===== config.mk =====
export PLATFORM = sky130hd
export DESIGN_NAME = cascaded_position_speed_pid_core
export DESIGN_NICKNAME = d
export VERILOG_FILES = /design/src/rtl/core/cpsp_pkg.sv /design/src/rtl/core/cpsp_alu.sv /design/src/rtl/core/cascaded_position_speed_pid_core.sv
export VERILOG_INCLUDE_DIRS = /design/src /design/src/rtl/core
export SDC_FILE = /design/constraint.sdc
export NUM_CORES = 2
export LEC_CHECK = 0
export BUFFER_PORTS_ARGS = -buffer_cell sky130_fd_sc_hd__buf_2
export CAP_MARGIN = 20
export CELL_PAD_IN_SITES_DETAIL_PLACEMENT = 0
export CELL_PAD_IN_SITES_GLOBAL_PLACEMENT = 1
export CORE_MARGIN = 2
export CORE_UTILIZATION = 40
export CTS_BUF_LIST = sky130_fd_sc_hd__clkbuf_4
export DETAILED_ROUTE_END_ITERATION = 16
export GPL_TIMING_DRIVEN = 0
export PLACE_DENSITY = 0.77
export SYNTH_ARGS = -nofsm -noshare
export SYNTH_HDL_FRONTEND = slang
export SYNTH_SLANG_ARGS = --single-unit
export TNS_END_PERCENT = 1

===== constraint.sdc =====
create_clock -name clk -period 12 [get_ports clk]
set_input_delay 1.2 -clock clk [delete_from_list [all_inputs] [get_ports clk]]
set_output_delay 1.2 -clock clk [all_outputs]
set_load 0.005 [all_outputs]

===== src/rtl/core/cascaded_position_speed_pid_core_assert.svh =====
// Assertion macros shared by the servo core.
`ifndef CASCADED_POSITION_SPEED_PID_CORE_ASSERT_SVH
`define CASCADED_POSITION_SPEED_PID_CORE_ASSERT_SVH

// The consequent must hold in the same cycle as the antecedent.
`define CPSP_ASSERT_SAME(label, ante, cons, msg) \
  label: assert property (@(posedge clk) disable iff (rst) (ante) |-> (cons)) \
    else $error(msg);

// The consequent must hold in the cycle after the antecedent.
`define CPSP_ASSERT_NEXT(label, ante, cons, msg) \
  label: assert property (@(posedge clk) disable iff (rst) (ante) |=> (cons)) \
    else $error(msg);

`endif


===== src/rtl/core/cpsp_pkg.sv =====
package cpsp_pkg;

  typedef struct packed {
    logic               cmd;
    logic signed [31:0] setpoint;
    logic signed [31:0] angle_fb;
    logic signed [31:0] rpm_fb;
  } cpsp_in_t;

  typedef struct packed {
    logic signed [31:0] speed_target;
    logic signed [31:0] drive;
  } cpsp_out_t;

  localparam logic CMD_POSITION = 1'b0;
  localparam logic CMD_SPEED    = 1'b1;

  localparam logic [2:0] REG_POS_KP    = 3'd0;
  localparam logic [2:0] REG_POS_KI    = 3'd1;
  localparam logic [2:0] REG_POS_KD    = 3'd2;
  localparam logic [2:0] REG_POS_LIMIT = 3'd3;
  localparam logic [2:0] REG_SPD_KP    = 3'd4;
  localparam logic [2:0] REG_SPD_KI    = 3'd5;
  localparam logic [2:0] REG_SPD_KD    = 3'd6;
  localparam logic [2:0] REG_SPD_LIMIT = 3'd7;

  typedef enum logic [2:0] {
    OP_NOP,
    OP_SUB,
    OP_D2,
    OP_MUL_FIRST,
    OP_MUL_ACC,
    OP_ACC,
    OP_OUT
  } alu_op_t;

  typedef struct packed {
    alu_op_t            op;
    logic signed [31:0] a;
    logic signed [31:0] b;
    logic signed [31:0] c;
    logic signed [15:0] gain;
    logic [30:0]        limit;
  } alu_req_t;

  typedef enum logic [3:0] {
    S_IDLE,
    S_ERR,
    S_D1,
    S_D2,
    S_MUL_P,
    S_MUL_I,
    S_MUL_D,
    S_SUM,
    S_OUT
  } seq_state_t;

endpackage


===== src/rtl/core/cpsp_alu.sv =====
module cpsp_alu
  import cpsp_pkg::*;
(
  input  logic               clk,
  input  alu_req_t           req,
  output logic signed [31:0] result
);

  logic signed [47:0] prod;
  logic signed [49:0] sum;
  logic signed [47:0] mul;
  logic signed [49:0] diff;
  logic signed [49:0] diff2;
  logic signed [49:0] total;
  logic signed [31:0] total_sat;
  logic signed [31:0] lim_pos;
  logic signed [31:0] lim_neg;

  function automatic logic signed [31:0] sat32(input logic signed [49:0] v);
    logic signed [31:0] r;
    if (v > 50'sd2147483647) begin
      r = 32'sh7fff_ffff;
    end else if (v < -50'sd2147483648) begin
      r = 32'sh8000_0000;
    end else begin
      r = v[31:0];
    end
    return r;
  endfunction

  always_comb begin
    mul   = 48'(req.gain) * 48'(req.a);
    diff  = 50'(req.a) - 50'(req.b);
    diff2 = 50'(req.a) - (50'(req.b) <<< 1) + 50'(req.c);
    // The increment is the exact product sum floored to Q16.16.
    total     = 50'(req.a) + (sum >>> 8);
    total_sat = sat32(total);
    lim_pos   = signed'({1'b0, req.limit});
    lim_neg   = -lim_pos;
  end

  always_comb begin
    case (req.op)
      OP_SUB: result = sat32(diff);
      OP_D2:  result = sat32(diff2);
      OP_OUT: begin
        if (total_sat > lim_pos) begin
          result = lim_pos;
        end else if (total_sat < lim_neg) begin
          result = lim_neg;
        end else begin
          result = total_sat;
        end
      end
      default: result = '0;
    endcase
  end

  // The product register splits the multiplier from the accumulating adder.
  always_ff @(posedge clk) begin
    case (req.op)
      OP_MUL_FIRST: begin
        prod <= mul;
        sum  <= '0;
      end
      OP_MUL_ACC: begin
        prod <= mul;
        sum  <= sum + 50'(prod);
      end
      OP_ACC: sum <= sum + 50'(prod);
      default: ;
    endcase
  end

endmodule


===== src/rtl/core/cascaded_position_speed_pid_core.sv =====
// Channel  | Direction | Handshake            | Payload
// req      | in        | req_valid, req_stall | cpsp_in_t  (cmd, setpoint, angle_fb, rpm_fb)
// rsp      | out       | rsp_valid, rsp_stall | cpsp_out_t (speed_target, drive)
// cfg      | in        | cfg_we               | cfg_index, cfg_data
//
// Each loop steps through the error, difference, product, sum and output states on
// the shared multiply-accumulate unit; a position tick runs both loops, a speed
// tick the speed loop. The result sits in an output register, so a new request
// is taken while it waits; a stalled result holds the last step of the next tick.
// Synchronous reset clears gains, limits, error history and accumulators.
module cascaded_position_speed_pid_core
  import cpsp_pkg::*;
(
  input  logic        clk,
  input  logic        rst,
  input  logic        req_valid,
  output logic        req_stall,
  input  cpsp_in_t    req,
  output logic        rsp_valid,
  input  logic        rsp_stall,
  output cpsp_out_t   rsp,
  input  logic        cfg_we,
  input  logic [2:0]  cfg_index,
  input  logic [30:0] cfg_data
);

  `include "cascaded_position_speed_pid_core_assert.svh"

  seq_state_t state, state_next;
  logic       lp;           // 0 while the position loop runs, 1 for the speed loop
  logic       cmd_mode;
  logic       out_ok;

  logic signed [15:0] pos_kp, pos_ki, pos_kd, spd_kp, spd_ki, spd_kd;
  logic [30:0]        pos_out_limit, spd_out_limit;

  logic signed [31:0] pos_err_last, pos_err_before, pos_accum;
  logic signed [31:0] spd_err_last, spd_err_before, spd_accum;

  logic signed [31:0] setpoint_q, angle_q, rpm_q;
  logic signed [31:0] err, d1, d2;

  logic signed [31:0] ref_v, fdb_v, e1_v, e2_v, acc_v;
  logic signed [15:0] kp_v, ki_v, kd_v;
  logic [30:0]        lim_v;

  alu_req_t           alu_req;
  logic signed [31:0] alu_y;

  cpsp_alu u_alu (
    .clk    (clk),
    .req    (alu_req),
    .result (alu_y)
  );

  assign req_stall = (state != S_IDLE);
  // The speed loop result needs the output register free before it commits.
  assign out_ok = !lp || !rsp_valid || !rsp_stall;

  always_comb begin
    if (lp) begin
      ref_v = (cmd_mode == CMD_SPEED) ? setpoint_q : pos_accum;
      fdb_v = rpm_q;
      e1_v  = spd_err_last;
      e2_v  = spd_err_before;
      acc_v = spd_accum;
      kp_v  = spd_kp;
      ki_v  = spd_ki;
      kd_v  = spd_kd;
      lim_v = spd_out_limit;
    end else begin
      ref_v = setpoint_q;
      fdb_v = angle_q;
      e1_v  = pos_err_last;
      e2_v  = pos_err_before;
      acc_v = pos_accum;
      kp_v  = pos_kp;
      ki_v  = pos_ki;
      kd_v  = pos_kd;
      lim_v = pos_out_limit;
    end
  end

  always_ff @(posedge clk) begin
    if (rst) begin
      state <= S_IDLE;
    end else begin
      state <= state_next;
    end
  end

  always_comb begin
    state_next    = state;
    alu_req       = '0;
    alu_req.op    = OP_NOP;
    alu_req.limit = lim_v;
    unique case (state)
      S_IDLE: begin
        if (req_valid) begin
          state_next = S_ERR;
        end
      end
      S_ERR: begin
        alu_req.op = OP_SUB;
        alu_req.a  = ref_v;
        alu_req.b  = fdb_v;
        state_next = S_D1;
      end
      S_D1: begin
        alu_req.op = OP_SUB;
        alu_req.a  = err;
        alu_req.b  = e1_v;
        state_next = S_D2;
      end
      S_D2: begin
        alu_req.op = OP_D2;
        alu_req.a  = err;
        alu_req.b  = e1_v;
        alu_req.c  = e2_v;
        state_next = S_MUL_P;
      end
      S_MUL_P: begin
        alu_req.op   = OP_MUL_FIRST;
        alu_req.a    = d1;
        alu_req.gain = kp_v;
        state_next   = S_MUL_I;
      end
      S_MUL_I: begin
        alu_req.op   = OP_MUL_ACC;
        alu_req.a    = err;
        alu_req.gain = ki_v;
        state_next   = S_MUL_D;
      end
      S_MUL_D: begin
        alu_req.op   = OP_MUL_ACC;
        alu_req.a    = d2;
        alu_req.gain = kd_v;
        state_next   = S_SUM;
      end
      S_SUM: begin
        alu_req.op = OP_ACC;
        state_next = S_OUT;
      end
      S_OUT: begin
        alu_req.op = OP_OUT;
        alu_req.a  = acc_v;
        if (out_ok) begin
          state_next = lp ? S_IDLE : S_ERR;
        end
      end
      default: state_next = S_IDLE;
    endcase
  end

  // Control, configuration and loop history.
  always_ff @(posedge clk) begin
    if (rst) begin
      lp             <= 1'b0;
      cmd_mode       <= CMD_POSITION;
      rsp_valid      <= 1'b0;
      pos_kp         <= '0;
      pos_ki         <= '0;
      pos_kd         <= '0;
      pos_out_limit  <= '0;
      spd_kp         <= '0;
      spd_ki         <= '0;
      spd_kd         <= '0;
      spd_out_limit  <= '0;
      pos_err_last   <= '0;
      pos_err_before <= '0;
      pos_accum      <= '0;
      spd_err_last   <= '0;
      spd_err_before <= '0;
      spd_accum      <= '0;
    end else begin
      if (cfg_we) begin
        unique case (cfg_index)
          REG_POS_KP:    pos_kp        <= cfg_data[15:0];
          REG_POS_KI:    pos_ki        <= cfg_data[15:0];
          REG_POS_KD:    pos_kd        <= cfg_data[15:0];
          REG_POS_LIMIT: pos_out_limit <= cfg_data;
          REG_SPD_KP:    spd_kp        <= cfg_data[15:0];
          REG_SPD_KI:    spd_ki        <= cfg_data[15:0];
          REG_SPD_KD:    spd_kd        <= cfg_data[15:0];
          REG_SPD_LIMIT: spd_out_limit <= cfg_data;
          default: ;
        endcase
      end

      if (state == S_IDLE && req_valid) begin
        lp       <= req.cmd;
        cmd_mode <= req.cmd;
      end

      if (state == S_OUT && out_ok) begin
        if (lp) begin
          spd_accum      <= alu_y;
          spd_err_before <= spd_err_last;
          spd_err_last   <= err;
        end else begin
          pos_accum      <= alu_y;
          pos_err_before <= pos_err_last;
          pos_err_last   <= err;
          lp             <= 1'b1;
        end
      end

      if (state == S_OUT && lp && out_ok) begin
        rsp_valid <= 1'b1;
      end else if (!rsp_stall) begin
        rsp_valid <= 1'b0;
      end
    end
  end

  // Working registers and the output register.
  always_ff @(posedge clk) begin
    if (state == S_IDLE && req_valid) begin
      setpoint_q <= req.setpoint;
      angle_q    <= req.angle_fb;
      rpm_q      <= req.rpm_fb;
    end
    case (state)
      S_ERR: err <= alu_y;
      S_D1:  d1  <= alu_y;
      S_D2:  d2  <= alu_y;
      default: ;
    endcase
    if (state == S_OUT && lp && out_ok) begin
      rsp.speed_target <= pos_accum;
      rsp.drive        <= alu_y;
    end
  end

  `CPSP_ASSERT_NEXT(a_start_loop, req_valid && !req_stall,
                    state == S_ERR && lp == $past(req.cmd),
                    "request transfer did not start the selected loop")
  `CPSP_ASSERT_NEXT(a_pos_hold, lp, $stable(pos_accum),
                    "position accumulator changed while the speed loop ran")
  `CPSP_ASSERT_SAME(a_rsp_source, $rose(rsp_valid), $past(state == S_OUT && lp),
                    "result appeared without a finished speed loop")

endmodule

Yosys cells after proc, flatten, opt, wreduce, memory -nomap -nowiden --
Index checks and enable logic that the tools add are counted.
Cells by class: shifts and indexed selects 0, muxes and demuxes 34, multiply operators 1, equal/unequal tests 24, reduce and logical (&&, ||, !) cells 30, bitwise logic cells 1, $add $sub $neg 6, divide/modulo/power cells 0, magnitude comparators 8
Operators by type and width (number):
- $mux W32 | 15
- $pmux W32 S5 | 1
- $gt A50 B32 Y1 const B | 3
- $lt A50 B32 Y1 const B | 3
- $pmux W50 S2 | 1
- $pmux W32 S3 | 1
- $pmux W32 S2 | 1
- $add A50 B48 Y50 | 1
- $mul A16 B32 Y48 | 1
- $mux W16 | 3
- $pmux W16 S3 | 1
- $add A32 B42 Y43 | 1
- $pmux W4 S9 | 1
- $add A34 B32 Y35 | 1
- $sub A32 B33 Y34 | 1
- $sub A32 B32 Y33 | 1
- $gt A32 B32 Y1 | 1
- $lt A32 B32 Y1 | 1
- $neg A31 Y32 | 1
- $mux W31 | 1
- $reduce_and A2 Y1 | 11
- $eq A3 B3 Y1 const B | 7
- $pmux W3 S6 | 1
- $eq A4 B3 Y1 const B | 4
- other kinds (19) | 41
Word-level totals: word-level logic and storage cells 132, input port bits 136, latch bits 0, ROM bits 0, memories kept 0, output and inout port bits 66, bits in registers 711, RAM bits 0

Depth between registers and ports, before layout --
depth in word-level cells 11, gate-level depth with buffers 44

Cells and area by module --
Synthesis repeated with hierarchy kept, for this count alone.
Second synthesis, totals: cell total of the unflattened synthesis 6404, area total of the unflattened synthesis 57983.1 um^2
Modules (own cells, without submodules):
- cpsp_alu | cells each 4028, instances 1, area each 33769.9 um^2
- cascaded_position_speed_pid_core | cells each 2376, instances 1, area each 24213.2 um^2

Worst setup path after synthesis --
OpenSTA, ideal clock, no wires.
path type register to register, from register lp, to register d1[9] (data pin), library setup time 296 ps, period minus slack after synthesis 10065 ps, arrival time 9769 ps, setup slack 1935 ps, stages on the path, launching flop included 39, path through dfxtp_1 buf_2 buf_2 buf_2 buf_2 buf_2 buf_2 buf_1 mux2i_1 o21ai_0 a211oi_1 clkinv_1 ha_1 clkbuf_1 a21oi_1 o221ai_1 a21oi_1 o31ai_1 (+3 left out) nand4_1 o31ai_4 clkbuf_1 clkbuf_1 o21ai_0 ha_1 nand4_1 nor2_1 and3_1 nand2_1 a211o_1 o21ai_0 mux2i_1 clkbuf_1 buf_1 nand3_1 o211ai_1 o221ai_1
Between the ends: longest elaborated chain between the ends 10
RTL lines:
- from (decl) | RTL line cascaded_position_speed_pid_core.sv:30 | logic lp;
- from (signal assigned) | RTL line cascaded_position_speed_pid_core.sv:191 | lp <= req.cmd;
- $mux W32 | RTL line cascaded_position_speed_pid_core.sv:61 | if (lp) begin
- $pmux W32 S5 | RTL line cascaded_position_speed_pid_core.sv:97 | unique case (state)
- $add A32 B42 Y43 | RTL line cpsp_alu.sv:36 | total = 50'(req.a) + (sum >>> 8);
- $lt A50 B32 Y1 | RTL line cpsp_alu.sv:23 | end else if (v < -50'sd2147483648) begin
- $mux W32 | RTL line cpsp_alu.sv:23
- $mux W32 | RTL line cpsp_alu.sv:21 | if (v > 50'sd2147483647) begin
- $lt A32 B32 Y1 | RTL line cpsp_alu.sv:49 | end else if (total_sat < lim_neg) begin
- $mux W32 | RTL line cpsp_alu.sv:49
- $mux W32 | RTL line cpsp_alu.sv:47 | if (total_sat > lim_pos) begin
- $pmux W32 S3 * | RTL line cpsp_alu.sv:43 | case (req.op)
- net alu_y[9] | RTL line cascaded_position_speed_pid_core.sv:48 | logic signed [31:0] alu_y;
- to (signal assigned) | RTL line cascaded_position_speed_pid_core.sv:225 | S_D1: d1 <= alu_y;
- to (decl) | RTL line cascaded_position_speed_pid_core.sv:41 | logic signed [31:0] err, d1, d2;
Mark *: on every way through the listed nets, which the timed path passes. The rest lies on a longest branch. A chain may end at the register's enable or synchronous reset.

Worst setup path in the final report --
from register state[0], to register rsp[25] (netlist bit) (data pin)
Between the ends: longest elaborated chain between the ends 11
RTL lines:
- from (decl) | RTL line cascaded_position_speed_pid_core.sv:29 | seq_state_t state, state_next;
- from (signal assigned) | RTL line cascaded_position_speed_pid_core.sv:88 | state <= state_next;
- $eq A4 B2 Y1 or $eq A4 B3 Y1 (tied branches) | RTL line cascaded_position_speed_pid_core.sv:97
- $reduce_or A3 Y1 (no source line)
- $pmux W32 S5 | RTL line cascaded_position_speed_pid_core.sv:97
- $add A32 B42 Y43 | RTL line cpsp_alu.sv:36
- $lt A50 B32 Y1 | RTL line cpsp_alu.sv:23
- $mux W32 | RTL line cpsp_alu.sv:23
- $mux W32 | RTL line cpsp_alu.sv:21
- $lt A32 B32 Y1 | RTL line cpsp_alu.sv:49
- $mux W32 | RTL line cpsp_alu.sv:49
- $mux W32 | RTL line cpsp_alu.sv:47
- $pmux W32 S3 * | RTL line cpsp_alu.sv:43
- net alu_y[25] | RTL line cascaded_position_speed_pid_core.sv:48
- to (decl) | RTL line cascaded_position_speed_pid_core.sv:21 | output cpsp_out_t rsp,
Marks and branches as above.

==> flow_summary.ini <==
[run_status]
outcome = finished clean

[synthesis]
synth_seq_cells = 711
postSynthCellCount = 6338
synth_ff_type = sky130_fd_sc_hd__dfxtp_1
seq_total_area_yosys_pct = 31.1
synth_cell_types = 91
mappedNetlistNets = 7327
synth_edf_count = 354
async_flop_share_pct = 0
ys_warn_count = 0
synthesis.area_per_instance_um2 = 9.03
mappedNetlistArea_um2 = 57200

[floorplanning]
chipHeight_um = 382
floorplan.rows = 138
die-area_um2 = 146000
initial_core_util_pct = 40.4
chipWidth_um = 382
core_outline_area_um2 = 142000
ios = 202

[setup_path]
timing.critical_path.to_type = register
critical-path-max-stage-delay_ns = 0.89
worst_path_max_delay_cell = sky130_fd_sc_hd__clkbuf_1
worst-endpoint-arrival_ns = 12.64
critPathKind = reg2reg
critPathMaxFanout = 11
worst_ep_required_time_ns = 12.75
startpoint_type = register
critical_path.most_common_cell = sky130_fd_sc_hd__clkbuf_2

[drt]
detail_route.first_pass.iterations = 9
number_of_nets_with_antenna_violations_after_detailed_routing = 0
vias = 50700
route.detailed.vias_per_inst = 5.74
number_of_remaining_drc_errors = 0
detailedRoute.firstIterationViolations = 6261
drt-total-wl_mm = 224
post_drt_wl_per_cell_um = 25.3

[placement]
place_congestion = 1.03
port_buffers = 182
dp_hpwl_mm = 179

[power]
cellLeakagePower_nw = 27.6
p_sw_share_pct = 40.6
net_switching_power_of_the_design_w = 0.00329
p_comb_share_pct = 37.4
totalPowerFinal_w = 0.00812
internal-power_w = 0.00483
p_per_area_nw_per_um2 = 126
worst_ir_drop_vdd_mv = 0.137
clock_power_share_pct = 28.5
seqPwrFrac_pct = 34.1

[cts]
clock_tree.root_cell = sky130_fd_sc_hd__clkbuf_4
worst_setup_hold_path_clk_slew_ns = 0.07
cts-root-to-sink-buffers = 3
clock-sinks = 711
cts-htree-levels = 4
tritoncts_clock_tree = yes
cts-buffers-inserted = 187
worst_skew_pair.late_latency_ns = 1.19

[global_routing]
globalRouteTotalUtil_pct = 30.3
first_pass_grt_wire_length_mm = 327
top_usage_layer = met2
groute.layer.met2.usage_pct = 45.9
number_of_global_route_vias_before_repair = 49300
grt_antenna_before_repair = 9
grt_util_met1_pct = 40.4
grt_overflow = 0
grt_start_max_net_pins = 63
groute.layer.met3.usage_pct = 6.21

[flow_run]
maxCapViolations = 0

[min_path]
worst_hold_path_type = in2reg

[layout]
mostFrequentLayoutCell = sky130_fd_sc_hd__nand2_1
syn_to_final_growth_pct = 12.8
post_route_cells_drive_above_1_share_pct = 11.5
most-common-layout-cells = sky130_fd_sc_hd__nand2_1, sky130_fd_sc_hd__inv_1, sky130_fd_sc_hd__a21oi_1, sky130_fd_sc_hd__fa_1, sky130_fd_sc_hd__nor2_1
final_net_count = 7759
num-fill-cells = 13900

[timing]
grt_setup_unrepaired = no
finalHoldWorstSlack_ns = 0.196
slew_headroom_pct = 12.1
final.period_utilization_pct = 99.2
maxClockFrequency_ghz = 0.0840
clock_skew_ns = 0.120
slew_viol_final = 0
timing.final.crit_period_ns = 11.90
setup_viol_count_final = 0
hold_viol = 0
worstMarginPinSlew_ns = 1.32
## stage by stage
stage          setup WS, ns  util, %  area [um^2]  TNS [ns]  std cells
2_1_floorplan          1.94        -        57200         0       6338
3_3_place_gp          -4.61     42.7        60500   -762.79       8410
3_5_place_dp          -2.47     43.4        61500   -321.24       8464
4_1_cts            -0.00836     45.4        64400   -0.0109       8815
5_1_grt              0.0212     45.5        64500         0       8820
6_report              0.101     45.5        64500         0       8821
## registers in the layout, indices dropped and copies added, names as in the netlist, 4 cells and up
| signal | count |
|---|---|
| angle_q | 32 |
| d1 | 32 |
| d2 | 32 |
| err | 32 |
| pos_accum | 32 |
| pos_err_before | 32 |
| pos_err_last | 32 |
| pos_kd | 16 |
| pos_ki | 16 |
| pos_kp | 16 |
| pos_out_limit | 31 |
| rpm_q | 32 |
| rsp | 64 |
| setpoint_q | 32 |
| spd_accum | 32 |
| spd_err_before | 32 |
| spd_err_last | 32 |
| spd_kd | 16 |
| spd_ki | 16 |
| spd_kp | 16 |
| spd_out_limit | 31 |
| state | 4 |
| u_alu.prod | 48 |
| u_alu.sum | 50 |
## cells in the mapped netlist, drive strengths merged, types with 13 or more instances
master,instances,area [um^2]
o21ai,177,886
nor4,13,87.6
inv,708,2660
nand3,70,350
o211ai,42,320
xnor2,135,1180
and2,30,188
buf,34,181
and3,26,163
a21oi,580,2900
nor3,67,340
a21o,140,1050
fa,521,10400
xor2,75,657
nand2b,53,332
a31oi,28,175
mux2,44,495
edfxtp,354,10600
a22oi,30,225
o22a,35,307
a222oi,54,541
ha,332,4150
nor2,408,1530
o21a,29,218
a211oi,70,538
o31ai,22,179
dfxtp,357,7150
a311oi,14,123
nor3b,14,105
nand4,45,282
clkbuf,288,1100
o21bai,38,285
nor2b,51,319
mux2i,132,1320
nand2,1153,4330
a221oi,13,133
## worst paths after layout
kind,from,end,slack [ns],cells past startpoint
max,state[0],rsp[25],0.10,34
min reg2reg,pos_err_before[0],pos_err_before[0],0.45,2
max reg2reg,state[0],rsp[25],0.10,34
min,req[37],angle_q[5],0.20,1
## area by class of cell
class	instances	area [um^2]	share of cell area [%]
multi-input combinational	4591	35900	55.7
sequential	711	17800	27.5
inverter	714	2700	4.18
tap	1890	2360	3.66
clock buffer	287	2150	3.34
timing repair buffer	249	1810	2.81
buffer	316	1350	2.09
clock inverter	58	428	0.663
antenna	5	12.5	0.0194
## power by group through the flow
stage / logic [W] / registers, W / clock network [W]
floorplan: 0.00171 / 0.00277 / 0
global placement: 0.00272 / 0.00282 / 0
detailed placement: 0.00280 / 0.00282 / 0
CTS: 0.00289 / 0.00276 / 0.00235
global route: 0.00316 / 0.00277 / 0.00246
finish: 0.00304 / 0.00277 / 0.00231
## worst max-delay path: cells and delay by family, from the launching register on
family	cells	cell delay, ns
AO/OA/AOI/OAI	11	3.37
AND/OR/NAND/NOR	11	3.41
buffers and inverters	10	3.55
flip-flops	1	0.35
adder cells (fa/ha/maj)	2	0.70
## layer usage
layer,up-vias,part of all wire [%]
li1,22400,-
met1,25000,40
met2,2728,43
met3,530,10
met4,2,6.6
met5,-,0.0058
## cell families after synthesis
logic type,Yosys count,share of synthesized area (%)
buf+inv,1036,6.93
flops,711,31.1
simple gates,1973,14.6
mux,176,3.18
compound gates,1375,15.4
fa+ha+maj,857,25.6
xor+xnor,210,3.21
## repair_timing
item                       4_1_cts  5_1_grt
pin swaps                        8        1
hold buffers                     0        0
resized for setup               84       60
setup buffers                   10        2
setup endpoints to repair      208      201
No activity file was read; power rests on OpenSTA's default activity.
